--- src/hdl/bhic_pkg.sv ---
`timescale 1ns / 1ps

package bhic_pkg;

  // Field widths of one item and of the configuration port.
  localparam int unsigned KindW   = 3;
  localparam int unsigned KeyW    = 16;
  localparam int unsigned TargetW = 3;
  localparam int unsigned CmdW    = 2;
  localparam int unsigned TempW   = 12;
  localparam int unsigned CfgIdxW = 3;
  localparam int unsigned CfgDatW = 7;
  localparam int unsigned SecW    = 32;
  localparam int unsigned StopW   = 7;

  // Blower stop counter value that means no delayed stop is pending.
  localparam logic [StopW-1:0] IDLE_STOP = 7'd127;
  localparam logic [5:0]       SECS_PER_MIN = 6'd60;

  // Key words. Each key has a short code and a bit-mask code.
  localparam logic [KeyW-1:0] KEY_LAMP      = 16'h0001;
  localparam logic [KeyW-1:0] KEY_LAMP_ALT  = 16'h0400;
  localparam logic [KeyW-1:0] KEY_VENT      = 16'h0002;
  localparam logic [KeyW-1:0] KEY_VENT_ALT  = 16'h0800;
  localparam logic [KeyW-1:0] KEY_ALL       = 16'h0003;
  localparam logic [KeyW-1:0] KEY_ALL_ALT   = 16'h1000;
  localparam logic [KeyW-1:0] KEY_H2        = 16'h0006;
  localparam logic [KeyW-1:0] KEY_H2_ALT    = 16'h0100;
  localparam logic [KeyW-1:0] KEY_AIR       = 16'h0007;
  localparam logic [KeyW-1:0] KEY_AIR_ALT   = 16'h0200;
  localparam logic [KeyW-1:0] KEY_H1        = 16'h0008;
  localparam logic [KeyW-1:0] KEY_H1_ALT    = 16'h0080;

  typedef enum logic [KindW-1:0] {
    KIND_TOUCH  = 3'd0,
    KIND_KEY    = 3'd1,
    KIND_REMOTE = 3'd2,
    KIND_TICK   = 3'd3,
    KIND_TEMP   = 3'd4
  } kind_e;

  typedef enum logic [TargetW-1:0] {
    TGT_LIGHT = 3'd0,
    TGT_VENT  = 3'd1,
    TGT_ALL   = 3'd2,
    TGT_H2    = 3'd3,
    TGT_BLOW  = 3'd4,
    TGT_H1    = 3'd5
  } target_e;

  typedef enum logic [CmdW-1:0] {
    CMD_OFF    = 2'd0,
    CMD_ON     = 2'd1,
    CMD_TOGGLE = 2'd2
  } command_e;

  typedef enum logic [CfgIdxW-1:0] {
    REG_DUAL_MOTOR   = 3'd0,
    REG_DUAL_HEATER  = 3'd1,
    REG_LINKAGE_MODE = 3'd2,
    REG_BLOWER_DELAY = 3'd3,
    REG_MAX_TEMP     = 3'd4,
    REG_HEAT_OFF_MIN = 3'd5,
    REG_VENT_OFF_MIN = 3'd6,
    REG_BEEP_ENABLE  = 3'd7
  } reg_e;

  // Linkage modes: which heaters drive the blower.
  localparam logic [1:0] LINK_NONE = 2'd0;
  localparam logic [1:0] LINK_ANY  = 2'd1;
  localparam logic [1:0] LINK_H1   = 2'd2;
  localparam logic [1:0] LINK_H2   = 2'd3;

endpackage

--- src/hdl/bhic_if.sv ---
`timescale 1ns / 1ps

// Event item channel.
interface bhic_in_if import bhic_pkg::*; ();
  logic               valid;
  logic               ready;
  logic [KindW-1:0]   kind;
  logic [KeyW-1:0]    key_code;
  logic [TargetW-1:0] target;
  logic [CmdW-1:0]    command;
  logic signed [TempW-1:0] temperature;

  modport source (output valid, kind, key_code, target, command, temperature, input ready);
  modport sink   (input valid, kind, key_code, target, command, temperature, output ready);
endinterface

// Result item channel.
interface bhic_out_if;
  logic valid;
  logic ready;
  logic light_on;
  logic vent_on;
  logic heater1_on;
  logic heater2_on;
  logic blower_on;
  logic all_off_mark;
  logic beep;
  logic refused;

  modport source (output valid, light_on, vent_on, heater1_on, heater2_on, blower_on,
                  all_off_mark, beep, refused, input ready);
  modport sink   (input valid, light_on, vent_on, heater1_on, heater2_on, blower_on,
                  all_off_mark, beep, refused, output ready);
endinterface

// Configuration write channel.
interface bhic_cfg_if import bhic_pkg::*; ();
  logic               valid;
  logic               ready;
  logic [CfgIdxW-1:0] index;
  logic [CfgDatW-1:0] data;

  modport source (output valid, index, data, input ready);
  modport sink   (input valid, index, data, output ready);
endinterface

--- src/hdl/bath_heater_interlock_controller.sv ---
`timescale 1ns / 1ps

// Bath heater interlock controller.
// Each item on in_i is one event: a touch-key sample, a direct key, a remote
// command, a one-second tick or a temperature reading. Every item yields
// exactly one result item on out_o with the five load states after the event,
// the all-off mark, a beep request and the interlock refusal flag.
// Items are latched in an input register; the state update is a single pass
// of logic from that register into the state and result registers. The
// result item is registered once its item has passed the input register, and
// one item is taken per cycle as long as the result register drains; the
// result register is the only thing that holds the input side back.
// When out_o stalls, the pending result holds and one more item can wait in
// the input register; in_i.ready drops only when both are full.
// Configuration writes on cfg_i are always taken and should be issued only
// while no item is in flight.
// Reset clears all loads, the seconds count, both deadlines, the last touch
// sample and the all-off mark, idles the delayed blower stop and loads the
// default register values.
module bath_heater_interlock_controller
  import bhic_pkg::*;
(
  input  logic   clk_i,
  input  logic   rst_ni,
  bhic_in_if.sink    in_i,
  bhic_out_if.source out_o,
  bhic_cfg_if.sink   cfg_i
);

  // Load and timer state that the switching rules act on.
  typedef struct packed {
    logic             light;
    logic             vent;
    logic             h1;
    logic             h2;
    logic             blow;
    logic [StopW-1:0] stop;
    logic [SecW-1:0]  vdl;
    logic [SecW-1:0]  hdl;
    logic             flag;
    logic             beep;
    logic             refused;
  } st_t;

  // Configuration and precomputed deadlines seen by the switching rules.
  typedef struct packed {
    logic             dm;
    logic             dh;
    logic [1:0]       lm;
    logic [StopW-1:0] dly;
    logic             be;
    logic             vom_nz;
    logic             hom_nz;
    logic [SecW-1:0]  vdl_new;
    logic [SecW-1:0]  hdl_new;
  } ctx_t;

  typedef enum logic [2:0] {
    ACT_NONE,
    ACT_LIGHT,
    ACT_VENT,
    ACT_ALL,
    ACT_H2,
    ACT_BLOW,
    ACT_H1
  } act_e;

  // Blower switch, including the shared-motor ventilation stop.
  function automatic st_t f_blow_real(st_t s, ctx_t x, logic on, logic b);
    st_t r;
    r = s;
    if (s.blow != on) begin
      if (on && !x.dm && s.vent) begin
        r.vent = 1'b0;
        r.vdl  = '0;
      end
      r.blow = on;
      r.beep = r.beep | (b & x.be);
    end
    return r;
  endfunction

  // Ventilation switch with the single-motor interlock.
  function automatic st_t f_vent(st_t s, ctx_t x, logic on, logic b);
    st_t  r;
    logic blk;
    r   = s;
    blk = 1'b0;
    if (s.vent != on) begin
      if (on) begin
        blk = !x.dm && ((x.lm == LINK_ANY && (s.h1 || s.h2)) ||
                        (x.lm == LINK_H1 && s.h1) || (x.lm == LINK_H2 && s.h2) ||
                        (s.stop != IDLE_STOP));
        if (blk) begin
          r.refused = 1'b1;
        end else begin
          if (!x.dm) begin
            r = f_blow_real(r, x, 1'b0, 1'b0);
          end
          r.vent = 1'b1;
          if (x.vom_nz) begin
            r.vdl = x.vdl_new;
          end
        end
      end else begin
        r.vent = 1'b0;
        r.vdl  = '0;
      end
      r.beep = r.beep | (b & x.be);
    end
    return r;
  endfunction

  // Heater one switch with blower linkage and the heat deadline.
  function automatic st_t f_heat1(st_t s, ctx_t x, logic on, logic b);
    st_t r;
    r = s;
    if (s.h1 != on) begin
      if (on) begin
        if (x.lm == LINK_ANY || x.lm == LINK_H1) begin
          r = f_blow_real(r, x, 1'b1, 1'b0);
        end
        r.h1   = 1'b1;
        r.stop = IDLE_STOP;
        if (r.hdl == '0 && x.hom_nz) begin
          r.hdl = x.hdl_new;
        end
      end else begin
        r.h1 = 1'b0;
        if ((x.lm == LINK_ANY && !r.h2) || x.lm == LINK_H1) begin
          r.stop = x.dly;
        end
        if (!r.h2) begin
          r.hdl = '0;
        end
      end
      r.beep = r.beep | (b & x.be);
    end
    return r;
  endfunction

  // Heater two switch; with a single heater, heater one follows it.
  function automatic st_t f_heat2(st_t s, ctx_t x, logic on, logic b);
    st_t r;
    r = s;
    if (s.h2 != on) begin
      if (on) begin
        if (x.lm == LINK_ANY || x.lm == LINK_H2) begin
          r = f_blow_real(r, x, 1'b1, 1'b0);
        end
        r.h2   = 1'b1;
        r.stop = IDLE_STOP;
        if (r.hdl == '0 && x.hom_nz) begin
          r.hdl = x.hdl_new;
        end
      end else begin
        r.h2 = 1'b0;
        if ((x.lm == LINK_ANY && !r.h1) || x.lm == LINK_H2) begin
          r.stop = x.dly;
        end
        if (!r.h1) begin
          r.hdl = '0;
        end
      end
      r.beep = r.beep | (b & x.be);
      if (!x.dh) begin
        r = f_heat1(r, x, on, 1'b0);
      end
    end
    return r;
  endfunction

  // User blower request. Switching off also drops the linked heaters and is
  // ignored while a delayed stop is running.
  function automatic st_t f_blow(st_t s, ctx_t x, logic on, logic b);
    st_t r;
    r = s;
    if (on) begin
      r = f_blow_real(s, x, 1'b1, b);
    end else if (s.stop == IDLE_STOP) begin
      if (x.lm == LINK_ANY || x.lm == LINK_H1) begin
        r = f_heat1(r, x, 1'b0, 1'b0);
      end
      if (x.lm == LINK_ANY || x.lm == LINK_H2) begin
        r = f_heat2(r, x, 1'b0, 1'b0);
      end
      if (x.lm == LINK_NONE || r.stop == IDLE_STOP) begin
        r = f_blow_real(r, x, 1'b0, 1'b0);
      end
      r.beep = r.beep | (b & x.be);
    end
    return r;
  endfunction

  // Configuration registers.
  logic             dual_motor_q, dual_heater_q, beep_enable_q;
  logic [1:0]       linkage_mode_q;
  logic [StopW-1:0] blower_delay_q;
  logic [5:0]       max_temp_q;
  logic [6:0]       heat_off_min_q, vent_off_min_q;

  // Input register.
  logic                    in_vld_q;
  logic [KindW-1:0]        kind_q;
  logic [KeyW-1:0]         key_q;
  logic [TargetW-1:0]      target_q;
  logic [CmdW-1:0]         cmd_q;
  logic signed [TempW-1:0] temp_q;

  // Block state.
  st_t             st_q, st_d;
  logic [KeyW-1:0] last_key_q, last_key_d;
  logic [SecW-1:0] seconds_q, seconds_d;

  // Result register.
  logic out_vld_q;
  logic res_light_q, res_vent_q, res_h1_q, res_h2_q, res_blow_q;
  logic res_flag_q, res_beep_q, res_refused_q;

  logic            advance, in_accept;
  ctx_t            ctx;
  logic [12:0]     vent_span, heat_span;
  logic [SecW-1:0] sec_inc;
  logic            vdl_due, hdl_due, too_hot;
  logic [9:0]      max_tenths;
  act_e            act;
  logic            act_on, act_cur, do_act, is_remote;

  assign advance   = in_vld_q && (!out_vld_q || out_o.ready);
  assign in_i.ready = !in_vld_q || advance;
  assign in_accept = in_i.valid && in_i.ready;
  assign cfg_i.ready = 1'b1;

  // Deadline spans, the timer comparisons and the temperature limit, done once per item.
  assign vent_span  = {6'd0, vent_off_min_q} * {7'd0, SECS_PER_MIN};
  assign heat_span  = {6'd0, heat_off_min_q} * {7'd0, SECS_PER_MIN};
  assign sec_inc    = seconds_q + 32'd1;
  assign vdl_due    = (st_q.vdl != '0) && (st_q.vdl <= sec_inc);
  assign hdl_due    = (st_q.hdl != '0) && (st_q.hdl <= sec_inc);
  assign max_tenths = {1'b0, max_temp_q, 3'd0} + {3'd0, max_temp_q, 1'b0};
  assign too_hot    = $signed({temp_q[TempW-1], temp_q}) >= $signed({3'd0, max_tenths});

  always_comb begin
    ctx.dm      = dual_motor_q;
    ctx.dh      = dual_heater_q;
    ctx.lm      = linkage_mode_q;
    ctx.dly     = blower_delay_q;
    ctx.be      = beep_enable_q;
    ctx.vom_nz  = vent_off_min_q != 7'd0;
    ctx.hom_nz  = heat_off_min_q != 7'd0;
    ctx.vdl_new = seconds_q + {19'd0, vent_span};
    ctx.hdl_new = seconds_q + {19'd0, heat_span};
  end

  // Decode the action named by a key word or a remote target.
  always_comb begin
    act       = ACT_NONE;
    is_remote = kind_q == KIND_REMOTE;
    do_act    = 1'b0;
    if (is_remote) begin
      do_act = 1'b1;
      unique case (target_q)
        TGT_LIGHT: act = ACT_LIGHT;
        TGT_VENT:  act = ACT_VENT;
        TGT_ALL:   act = ACT_ALL;
        TGT_H2:    act = ACT_H2;
        TGT_BLOW:  act = ACT_BLOW;
        TGT_H1:    act = ACT_H1;
        default:   act = ACT_NONE;
      endcase
    end else begin
      do_act = (kind_q == KIND_KEY) || (kind_q == KIND_TOUCH && key_q != last_key_q);
      unique case (key_q) inside
        KEY_LAMP, KEY_LAMP_ALT:   act = ACT_LIGHT;
        KEY_VENT, KEY_VENT_ALT:   act = ACT_VENT;
        KEY_ALL, KEY_ALL_ALT:     act = ACT_ALL;
        KEY_H2, KEY_H2_ALT:       act = ACT_H2;
        KEY_AIR, KEY_AIR_ALT:     act = ACT_BLOW;
        KEY_H1, KEY_H1_ALT:       act = ACT_H1;
        default:                  act = ACT_NONE;
      endcase
    end
  end

  // Requested state of the named load: keys toggle, remotes set or toggle.
  always_comb begin
    case (act)
      ACT_LIGHT: act_cur = st_q.light;
      ACT_VENT:  act_cur = st_q.vent;
      ACT_H2:    act_cur = st_q.h2;
      ACT_BLOW:  act_cur = st_q.blow;
      ACT_H1:    act_cur = st_q.h1;
      default:   act_cur = 1'b0;
    endcase
    if (is_remote && cmd_q == CMD_OFF) begin
      act_on = 1'b0;
    end else if (is_remote && cmd_q == CMD_ON) begin
      act_on = 1'b1;
    end else begin
      act_on = !act_cur;
    end
  end

  // One pass of the switching rules for the item in the input register.
  always_comb begin
    st_d         = st_q;
    st_d.beep    = 1'b0;
    st_d.refused = 1'b0;
    last_key_d   = last_key_q;
    seconds_d    = seconds_q;

    if (kind_q == KIND_TOUCH) begin
      last_key_d = key_q;
    end

    if (do_act) begin
      case (act)
        ACT_LIGHT: begin
          if (st_d.light != act_on) begin
            st_d.light = act_on;
            st_d.beep  = beep_enable_q;
          end
        end
        ACT_VENT: st_d = f_vent(st_d, ctx, act_on, 1'b1);
        ACT_ALL: begin
          st_d.flag  = 1'b1;
          st_d.light = 1'b0;
          st_d = f_vent(st_d, ctx, 1'b0, 1'b0);
          st_d = f_blow(st_d, ctx, 1'b0, 1'b0);
          st_d = f_heat1(st_d, ctx, 1'b0, 1'b0);
          st_d = f_heat2(st_d, ctx, 1'b0, 1'b0);
          st_d.beep = st_d.beep | beep_enable_q;
        end
        ACT_H2:   st_d = f_heat2(st_d, ctx, act_on, 1'b1);
        ACT_BLOW: st_d = f_blow(st_d, ctx, act_on, 1'b1);
        ACT_H1:   st_d = f_heat1(st_d, ctx, act_on, 1'b1);
        default:  st_d = st_d;
      endcase
    end

    // Second tick: delayed blower stop first, then the auto-off deadlines.
    if (kind_q == KIND_TICK) begin
      seconds_d = sec_inc;
      st_d.flag = 1'b0;
      if (st_q.stop != IDLE_STOP) begin
        if (st_q.stop <= 7'd1) begin
          st_d.stop = IDLE_STOP;
          st_d = f_blow_real(st_d, ctx, 1'b0, 1'b1);
        end else begin
          st_d.stop = st_q.stop - 7'd1;
        end
      end
      if (vdl_due) begin
        st_d.vdl = '0;
        st_d = f_vent(st_d, ctx, 1'b0, 1'b1);
      end
      if (hdl_due) begin
        st_d.hdl = '0;
        st_d = f_heat1(st_d, ctx, 1'b0, 1'b1);
        st_d = f_heat2(st_d, ctx, 1'b0, 1'b1);
      end
    end

    // Over-temperature cut-off.
    if (kind_q == KIND_TEMP && too_hot) begin
      st_d = f_heat1(st_d, ctx, 1'b0, 1'b1);
      st_d = f_heat2(st_d, ctx, 1'b0, 1'b1);
    end
  end

  // Configuration registers.
  always_ff @(posedge clk_i or negedge rst_ni) begin
    if (!rst_ni) begin
      dual_motor_q   <= 1'b1;
      dual_heater_q  <= 1'b1;
      linkage_mode_q <= LINK_ANY;
      blower_delay_q <= 7'd30;
      max_temp_q     <= 6'd40;
      heat_off_min_q <= 7'd30;
      vent_off_min_q <= 7'd30;
      beep_enable_q  <= 1'b1;
    end else if (cfg_i.valid) begin
      unique case (cfg_i.index)
        REG_DUAL_MOTOR:   dual_motor_q   <= cfg_i.data[0];
        REG_DUAL_HEATER:  dual_heater_q  <= cfg_i.data[0];
        REG_LINKAGE_MODE: linkage_mode_q <= cfg_i.data[1:0];
        REG_BLOWER_DELAY: blower_delay_q <= cfg_i.data;
        REG_MAX_TEMP:     max_temp_q     <= cfg_i.data[5:0];
        REG_HEAT_OFF_MIN: heat_off_min_q <= cfg_i.data;
        REG_VENT_OFF_MIN: vent_off_min_q <= cfg_i.data;
        REG_BEEP_ENABLE:  beep_enable_q  <= cfg_i.data[0];
        default:          beep_enable_q  <= beep_enable_q;
      endcase
    end
  end

  // Input register and its valid flag.
  always_ff @(posedge clk_i or negedge rst_ni) begin
    if (!rst_ni) begin
      in_vld_q <= 1'b0;
    end else if (in_accept) begin
      in_vld_q <= 1'b1;
    end else if (advance) begin
      in_vld_q <= 1'b0;
    end
  end

  always_ff @(posedge clk_i) begin
    if (in_accept) begin
      kind_q   <= in_i.kind;
      key_q    <= in_i.key_code;
      target_q <= in_i.target;
      cmd_q    <= in_i.command;
      temp_q   <= in_i.temperature;
    end
  end

  // State update, committed when the item moves into the result register.
  always_ff @(posedge clk_i or negedge rst_ni) begin
    if (!rst_ni) begin
      st_q.light   <= 1'b0;
      st_q.vent    <= 1'b0;
      st_q.h1      <= 1'b0;
      st_q.h2      <= 1'b0;
      st_q.blow    <= 1'b0;
      st_q.stop    <= IDLE_STOP;
      st_q.vdl     <= '0;
      st_q.hdl     <= '0;
      st_q.flag    <= 1'b0;
      st_q.beep    <= 1'b0;
      st_q.refused <= 1'b0;
      last_key_q   <= '0;
      seconds_q    <= '0;
    end else if (advance) begin
      st_q       <= st_d;
      last_key_q <= last_key_d;
      seconds_q  <= seconds_d;
    end
  end

  // Result register.
  always_ff @(posedge clk_i or negedge rst_ni) begin
    if (!rst_ni) begin
      out_vld_q <= 1'b0;
    end else if (advance) begin
      out_vld_q <= 1'b1;
    end else if (out_o.ready) begin
      out_vld_q <= 1'b0;
    end
  end

  always_ff @(posedge clk_i) begin
    if (advance) begin
      res_light_q   <= st_d.light;
      res_vent_q    <= st_d.vent;
      res_h1_q      <= st_d.h1;
      res_h2_q      <= st_d.h2;
      res_blow_q    <= st_d.blow;
      res_flag_q    <= st_d.flag;
      res_beep_q    <= st_d.beep;
      res_refused_q <= st_d.refused;
    end
  end

  assign out_o.valid        = out_vld_q;
  assign out_o.light_on     = res_light_q;
  assign out_o.vent_on      = res_vent_q;
  assign out_o.heater1_on   = res_h1_q;
  assign out_o.heater2_on   = res_h2_q;
  assign out_o.blower_on    = res_blow_q;
  assign out_o.all_off_mark = res_flag_q;
  assign out_o.beep         = res_beep_q;
  assign out_o.refused      = res_refused_q;

endmodule
--- src/flat_wrapper.sv ---
// flat-port wrapper written by rule: the top's interface ports become plain ports
module bath_heater_interlock_controller_flat import bhic_pkg::*;
  (clk_i, rst_ni, in_i_valid, in_i_kind, in_i_key_code, in_i_target, in_i_command, in_i_temperature, in_i_ready, out_o_valid, out_o_light_on, out_o_vent_on, out_o_heater1_on, out_o_heater2_on, out_o_blower_on, out_o_all_off_mark, out_o_beep, out_o_refused, out_o_ready, cfg_i_valid, cfg_i_index, cfg_i_data, cfg_i_ready);
  bhic_in_if in_i_i ();
  bhic_out_if out_o_i ();
  bhic_cfg_if cfg_i_i ();
  input  logic clk_i;
  input  logic rst_ni;
  input wire logic [$bits(in_i_i.valid)-1:0] in_i_valid;
  input wire logic [$bits(in_i_i.kind)-1:0] in_i_kind;
  input wire logic [$bits(in_i_i.key_code)-1:0] in_i_key_code;
  input wire logic [$bits(in_i_i.target)-1:0] in_i_target;
  input wire logic [$bits(in_i_i.command)-1:0] in_i_command;
  input wire logic [$bits(in_i_i.temperature)-1:0] in_i_temperature;
  output wire logic [$bits(in_i_i.ready)-1:0] in_i_ready;
  output wire logic [$bits(out_o_i.valid)-1:0] out_o_valid;
  output wire logic [$bits(out_o_i.light_on)-1:0] out_o_light_on;
  output wire logic [$bits(out_o_i.vent_on)-1:0] out_o_vent_on;
  output wire logic [$bits(out_o_i.heater1_on)-1:0] out_o_heater1_on;
  output wire logic [$bits(out_o_i.heater2_on)-1:0] out_o_heater2_on;
  output wire logic [$bits(out_o_i.blower_on)-1:0] out_o_blower_on;
  output wire logic [$bits(out_o_i.all_off_mark)-1:0] out_o_all_off_mark;
  output wire logic [$bits(out_o_i.beep)-1:0] out_o_beep;
  output wire logic [$bits(out_o_i.refused)-1:0] out_o_refused;
  input wire logic [$bits(out_o_i.ready)-1:0] out_o_ready;
  input wire logic [$bits(cfg_i_i.valid)-1:0] cfg_i_valid;
  input wire logic [$bits(cfg_i_i.index)-1:0] cfg_i_index;
  input wire logic [$bits(cfg_i_i.data)-1:0] cfg_i_data;
  output wire logic [$bits(cfg_i_i.ready)-1:0] cfg_i_ready;
  assign in_i_i.valid = in_i_valid;
  assign in_i_i.kind = in_i_kind;
  assign in_i_i.key_code = in_i_key_code;
  assign in_i_i.target = in_i_target;
  assign in_i_i.command = in_i_command;
  assign in_i_i.temperature = in_i_temperature;
  assign in_i_ready = in_i_i.ready;
  assign out_o_valid = out_o_i.valid;
  assign out_o_light_on = out_o_i.light_on;
  assign out_o_vent_on = out_o_i.vent_on;
  assign out_o_heater1_on = out_o_i.heater1_on;
  assign out_o_heater2_on = out_o_i.heater2_on;
  assign out_o_blower_on = out_o_i.blower_on;
  assign out_o_all_off_mark = out_o_i.all_off_mark;
  assign out_o_beep = out_o_i.beep;
  assign out_o_refused = out_o_i.refused;
  assign out_o_i.ready = out_o_ready;
  assign cfg_i_i.valid = cfg_i_valid;
  assign cfg_i_i.index = cfg_i_index;
  assign cfg_i_i.data = cfg_i_data;
  assign cfg_i_ready = cfg_i_i.ready;
  bath_heater_interlock_controller u_core (.clk_i(clk_i), .rst_ni(rst_ni), .in_i(in_i_i), .out_o(out_o_i), .cfg_i(cfg_i_i));
endmodule
--- config.mk ---
export PLATFORM = sky130hd
export DESIGN_NAME = bath_heater_interlock_controller_flat
export DESIGN_NICKNAME = d
export VERILOG_FILES = /design/src/hdl/bhic_pkg.sv /design/src/hdl/bhic_if.sv /design/src/hdl/bath_heater_interlock_controller.sv /design/src/flat_wrapper.sv
export SDC_FILE = /design/constraint.sdc
export NUM_CORES = 1
export LEC_CHECK = 0
export ABC_CLOCK_PERIOD_IN_PS = 11270
export BUFFER_PORTS_ARGS = -buffer_cell sky130_fd_sc_hd__buf_2
export CAP_MARGIN = 20
export CORE_UTILIZATION = 50
export DETAILED_ROUTE_END_ITERATION = 16
export MAX_ROUTING_LAYER = met4
export PLACE_DENSITY = 0.71
export REMOVE_ABC_BUFFERS = 1
export SLEW_MARGIN = 5
export SYNTH_ARGS = -nofsm -noshare
export SYNTH_HDL_FRONTEND = slang
export SYNTH_SLANG_ARGS = --single-unit
export TNS_END_PERCENT = 10
--- constraint.sdc ---
create_clock -name clk_i -period 11.27 [get_ports clk_i]
set_clock_uncertainty 0.15 [all_clocks]
set_input_delay 0.5635 -clock clk_i [delete_from_list [all_inputs] [get_ports clk_i]]
set_output_delay 0.5635 -clock clk_i [all_outputs]
set_load 0.03 [all_outputs]
# Word-level counts from Yosys, hierarchy flattened
# Cells that the tools add are included.
# op_classes
muxes,225
n_mul,2
n_reduce_logical,110
n_div,0
bitwise_logic,11
addsub,5
n_shift,0
n_eq_ne,48
magnitude_cmp,4
# op_table
operator,n
$mux 79,47
$mux 77,17
$mux 32,36
$mux 78,5
$pmux 76 s5,1
$mux 75,4
$mux 7,29
$mux 35,4
$logic_not 32->1,3
$add 32x13->32,2
$le 32x32->1,2
$reduce_bool 32->1,2
$mux 1,56
$mux 3,14
$pmux 3 s6,2
$logic_and 1x1->1,33
$add 32x1->32 const B,1
$eq 16x2->1 const B,2
$eq 16x3->1 const B,2
$eq 3x3->1 const B,10
$logic_or 1x1->1,27
$eq 3x2->1 const B,8
$mul 7x4->11 const B,2
$eq 7x7->1 const B,3
other kinds (30),93
# totals
register_bits,203
n_memories,0
out_inout_bits,11
elab_cells,439
ramBits,0
inputBits,51
mem_bits_ro,0
latch_bits,0

# Logic depth before layout (Yosys ltp)
# logic_depth
depth_word,78
mapped_depth,29
ltp_nobuf,28

# Worst setup path after synthesis
# Ideal clock, no wire load.
# synth_path
kind,flip-flop to flip-flop
start,register u_core.heat_off_min_q[1]
end,register u_core.st_q[28] (netlist name)
path_slack_ns,4.856
required_ns,11.000
path_stages_with_launch,28
n_path_buf,0
arrival_time_ns,6.144
setup_time_ns,0.120
path_cell_list,dfstp_2 fa_1 fa_1 inv_1 fa_1 inv_1 a21oi_1 o21ai_0 a21oi_1 o21bai_1 a21o_1 a21oi_1 xnor2_1 ha_1 nand2_1 nor2_1 a211oi_1 a21oi_1 nor2b_1 xnor2_1 a2111oi_2 o41a_1 nor3_2 a31oi_2 o21ai_4 o21ai_2 or3_1 a31o_1
# synth_between
elab_chain_len,34
word_cells_on_any_way,41
cone_classes,add/sub: 1; mul: 1; mux: 34; reduce/logical: 5
# synth_rtl
item,line_no,text
start: declaration,bath_heater_interlock_controller.sv:200,"logic [6:0] heat_off_min_q, vent_off_min_q;"
start signal: assignment,bath_heater_interlock_controller.sv:389,REG_HEAT_OFF_MIN: heat_off_min_q <= cfg_i.data;
$mul 7x4->11 / $reduce_bool 7->1 (equally long branches),"bath_heater_interlock_controller.sv:236, bath_heater_interlock_controller.sv:250",
$add 32x13->32 / $logic_and 1x1->1 (equally long branches),"bath_heater_interlock_controller.sv:252, bath_heater_interlock_controller.sv:153",
$mux 32,bath_heater_interlock_controller.sv:153,if (r.hdl == '0 && x.hom_nz) begin
$mux 32,bath_heater_interlock_controller.sv:147,if (on) begin
$mux 78,bath_heater_interlock_controller.sv:120,if (x.lm == LINK_ANY || x.lm == LINK_H1) begin
$mux 79,bath_heater_interlock_controller.sv:119,if (on) begin
$mux 79,bath_heater_interlock_controller.sv:118,if (s.h1 != on) begin
$mux 79,bath_heater_interlock_controller.sv:166,if (!x.dh) begin
[... 18 more ...],n/a,
$mux 32,bath_heater_interlock_controller.sv:133,if (!r.h2) begin
$mux 32,bath_heater_interlock_controller.sv:118,
$mux 32,bath_heater_interlock_controller.sv:161,if (!r.h1) begin
$mux 32,bath_heater_interlock_controller.sv:133,
$mux 32,bath_heater_interlock_controller.sv:118,
$mux 77,bath_heater_interlock_controller.sv:166,
$mux 77,bath_heater_interlock_controller.sv:146,if (s.h2 != on) begin
$mux 77 *,bath_heater_interlock_controller.sv:365,if (kind_q == KIND_TEMP && too_hot) begin
end signal: assignment,bath_heater_interlock_controller.sv:435,st_q <= st_d;
end: declaration,bath_heater_interlock_controller.sv:211,"st_t st_q, st_d;"
# Mark *: on every way between the ends. The rest lies on a longest branch, timed or not. The select of a mux whose other input is x is not followed.
# A chain may end at the register's enable or synchronous reset.

# Final worst setup path
# layout_path
start,register u_core.heat_off_min_q[1]
end,register u_core.st_q[3] (netlist name)
# The elaborated chain is that of the path after synthesis.

==> impl_metrics.json <==
{
  "clk_transition_reported_paths_ns": 0.06,
  "end_kind": "flop",
  "min_from": "in_i_key_code[9]",
  "fin_setup_tns_ns": 0,
  "synth_area_leaders": "dfrtp_1, ha_1, edfxtp_1",
  "syn-cell-area_um2": 16910,
  "totalWireLength_mm": 53.98,
  "row_count": 66,
  "grt_use_total": 0.3277,
  "grt_max_degree": 57,
  "drc_errors": 0,
  "final_antenna_net_count": 0,
  "setup_viol": 0,
  "grt_pass1_wl_mm": 84.35,
  "die-area_um2": 34560,
  "final_nets": 2144,
  "timing.fmax_ghz": 0.1299,
  "finalMaxSlewViolations": 0,
  "power.density_nw_per_um2": 202.5,
  "dr.pass1.iters": 7,
  "rsz0062_at_grt": "no",
  "cpMostUsedCell": "a21oi_1",
  "area_delta_synth_final_pct": 9.182,
  "reg2reg_depth": 27,
  "switching_share": 0.4281,
  "status": "finished, final reports clean",
  "fin_crit_sh": 0.6830,
  "insertedDiodeCount": 0,
  "cp.required_ns": 11.56,
  "min_path_type": "input pin to flop",
  "clk_latency_ns": 0.56,
  "p_int_uw": 2138,
  "via_per_inst": 6.346,
  "cts.htree.levels": 1,
  "num-fill-cells": 3036,
  "hold_ws_ns": 0.03562,
  "postCtsSetupBuffers": 0,
  "gp_congestion": 1.026,
  "antenna_found_initial": 0,
  "clkPwrFrac": 0.232,
  "synth_cell_types": 98,
  "ys_seq_elements": 203,
  "start_kind": "flop",
  "vias": 15120,
  "num_io_pins": 62,
  "relSlewSlack": 0.3463,
  "cts_root_buffer": "clkbuf_16",
  "power_frac_comb": 0.493,
  "p_sw_uw": 1600,
  "ys.flop_type": "dfrtp_1",
  "final_cell_mix": "nand2_1, ha_1, nor2_1",
  "seqPwrFrac": 0.275,
  "worst_slew_pin_slew_ns": 0.9747,
  "place_hpwl_mm": 40.83,
  "die_w_um": 185.9,
  "drive_gt1_frac": 0.1206,
  "rr_startpoint": "u_core.heat_off_min_q[1]$_DFFE_PN1P_",
  "max_cap_viol_count": 0,
  "period_needed_ns": 7.697,
  "cts_buffer_depth": 3,
  "utilization": 0.5618,
  "drt-initial-drc-count": 1324,
  "tritoncts": "done",
  "layout_commonest_cell": "nand2_1",
  "hold_end": "u_core.key_q[9]$_DFFE_PP_",
  "dp_cells": 2333,
  "overflow": 0,
  "cts_sinks": 203,
  "power_leakage_uw": 0.007741,
  "seq_area_frac_synth": 0.3153,
  "io_buffers": 60,
  "synthCells": 1900,
  "numCtsBuffers": 26,
  "rrSetupSlack_ns": 3.57,
  "avgRoutedWirePerCell_um": 22.66,
  "grt_pass1_vias": 14790,
  "synth_top_area_cell": "dfrtp_1",
  "synth_top_area_frac": 0.1983,
  "whs_path_depth": 1,
  "async_flop_share": 0.7833,
  "die_h_um": 185.9,
  "critPathKind": "flop to flop",
  "crit_path_top_delay_cell": "a211oi_1",
  "max_stage_delay_ns": 0.80,
  "coreArea_um2": 32870,
  "ir_drop_uv": 153.6,
  "synth_warnings": 0,
  "cp.arrival_ns": 7.98,
  "avgSynthCellArea_um2": 8.901,
  "start_util": 0.5145,
  "stdcell_count": 2382,
  "critPathMaxFanout": 13,
  "r2r_end": "u_core.st_q[3]$_DFFE_PN0P_",
  "finalPower_uw": 3738,
  "hold_viol": 0,
  "synth_edf_count": 44
}
-- how the worst max path moves through the flow --
stage | startpoint | to | slack, ns
global route | u_core.heat_off_min_q[1]$_DFFE_PN1P_ | u_core.st_q[4]$_DFFE_PN0P_ | 3.26
finish | u_core.heat_off_min_q[1]$_DFFE_PN1P_ | u_core.st_q[3]$_DFFE_PN0P_ | 3.57
global placement | u_core.heat_off_min_q[1]$_DFFE_PN1P_ | u_core.st_q[3]$_DFFE_PN0P_ | 3.87
detailed placement | u_core.heat_off_min_q[1]$_DFFE_PN1P_ | u_core.st_q[7]$_DFFE_PN0P_ | 3.75
CTS | u_core.heat_off_min_q[1]$_DFFE_PN1P_ | u_core.st_q[3]$_DFFE_PN0P_ | 3.70
floorplan | u_core.heat_off_min_q[1]$_DFFE_PN1P_ | u_core.st_q[28]$_DFFE_PN0P_ | 4.72
-- stage by stage --
step	instance area (µm²)	worst slack, ns
finish	18460	3.573
floorplan	16560	4.724
global route	18460	3.256
global placement	17560	3.871
detailed placement	17570	3.748
CTS	18460	3.702
-- layout make-up --
type                       instances  area (µm²)  area share
multi-input combinational       1517       10900      0.5902
sequential                       203        5331      0.2887
clock buffer                      34       733.2     0.03971
tap                              442       553.0     0.02995
timing repair buffer              77       440.4     0.02385
inverter                          95       356.6     0.01931
clock inverter                    14       151.4    0.008199
-- cell usage after synthesis, types with 8 or more instances --
master and n:
mux2i_1 9, a21oi_1 137, nor3_1 40, xor2_1 45, o21a_1 19, nor2_1 148
a31oi_1 12, edfxtp_1 44, nand4_1 32, fa_1 25, and3_1 26, nand2b_1 24
nor4_1 23, and2_1 10, nand3_1 40, a22oi_1 19, nor2b_1 19, inv_1 92
o221ai_1 16, o22ai_1 11, dfstp_2 25, ha_1 148, dfrtp_1 134, clkbuf_1 70
a21o_1 36, a21boi_0 8, or4_1 8, mux2_2 47, o2bb2ai_1 16, a211oi_1 14
o211ai_1 20, or3_1 10, o32ai_1 8, a22o_1 16, xnor2_1 108, a221oi_1 8
nand2_1 161, o21ai_0 135
-- power groups by stage --
stage                     logic (µW)  registers (µW)  clock network [µW]
final                           1840            1030                 867
after global routing            2050            1040                 906
after CTS                       1820            1020                 879
after detailed placement        1810            1040                   0
after global placement          1760            1030                   0
after floorplan                 1340             985                   0
-- metal layers --
| layer | up-vias | share of wire | track usage |
|---|---|---|---|
| li1 | 6976 | - | - |
| met3 | 140 | 0.077 | 0.04304 |
| met2 | 698 | 0.46 | 0.5113 |
| met4 | 0 | 0.035 | 0.1193 |
| met1 | 7302 | 0.43 | 0.4351 |
| met5 | - | 0 | - |
-- logic make-up after synthesis --
| kind of cell | count (synthesis) | synth area share |
|---|---|---|
| DFF | 203 | 0.3153 |
| buffers and inverters | 180 | 0.04188 |
| xor gates and xnor gates | 153 | 0.07924 |
| other | 1 | 0.0002217 |
| muxes | 57 | 0.03744 |
| AOI/OAI and AO/OA | 549 | 0.2154 |
| and+or+nand+nor | 584 | 0.1714 |
| adders and majority gates | 173 | 0.1391 |
-- registers in the layout, summed over array words and instances (netlist names), 2 cells and up --
signal                 flops
u_core.kind_q              3
u_core.linkage_mode_q      2
u_core.blower_delay_q      7
u_core.temp_q             12
u_core.cmd_q               2
u_core.last_key_q         16
u_core.seconds_q          32
u_core.st_q               77
u_core.key_q              16
u_core.max_temp_q          6
u_core.heat_off_min_q      7
u_core.vent_off_min_q      7
u_core.target_q            3
-- critical path, delay by kind of cell, from the launching register on --
kind                       cells  cell delay [ns]
xor gates and xnor gates       2             0.54
adders and majority gates      4             1.78
AOI/OAI and AO/OA             14             3.56
DFF                            1             0.56
and+or+nand+nor                5             0.83
buffers and inverters          2             0.13
-- repair_timing --
action	in CTS	in global routing
gates resized for setup	0	0
endpoints found under the hold margin	41	0
hold buffers	1	0
Power figures use the tool's default switching activity.
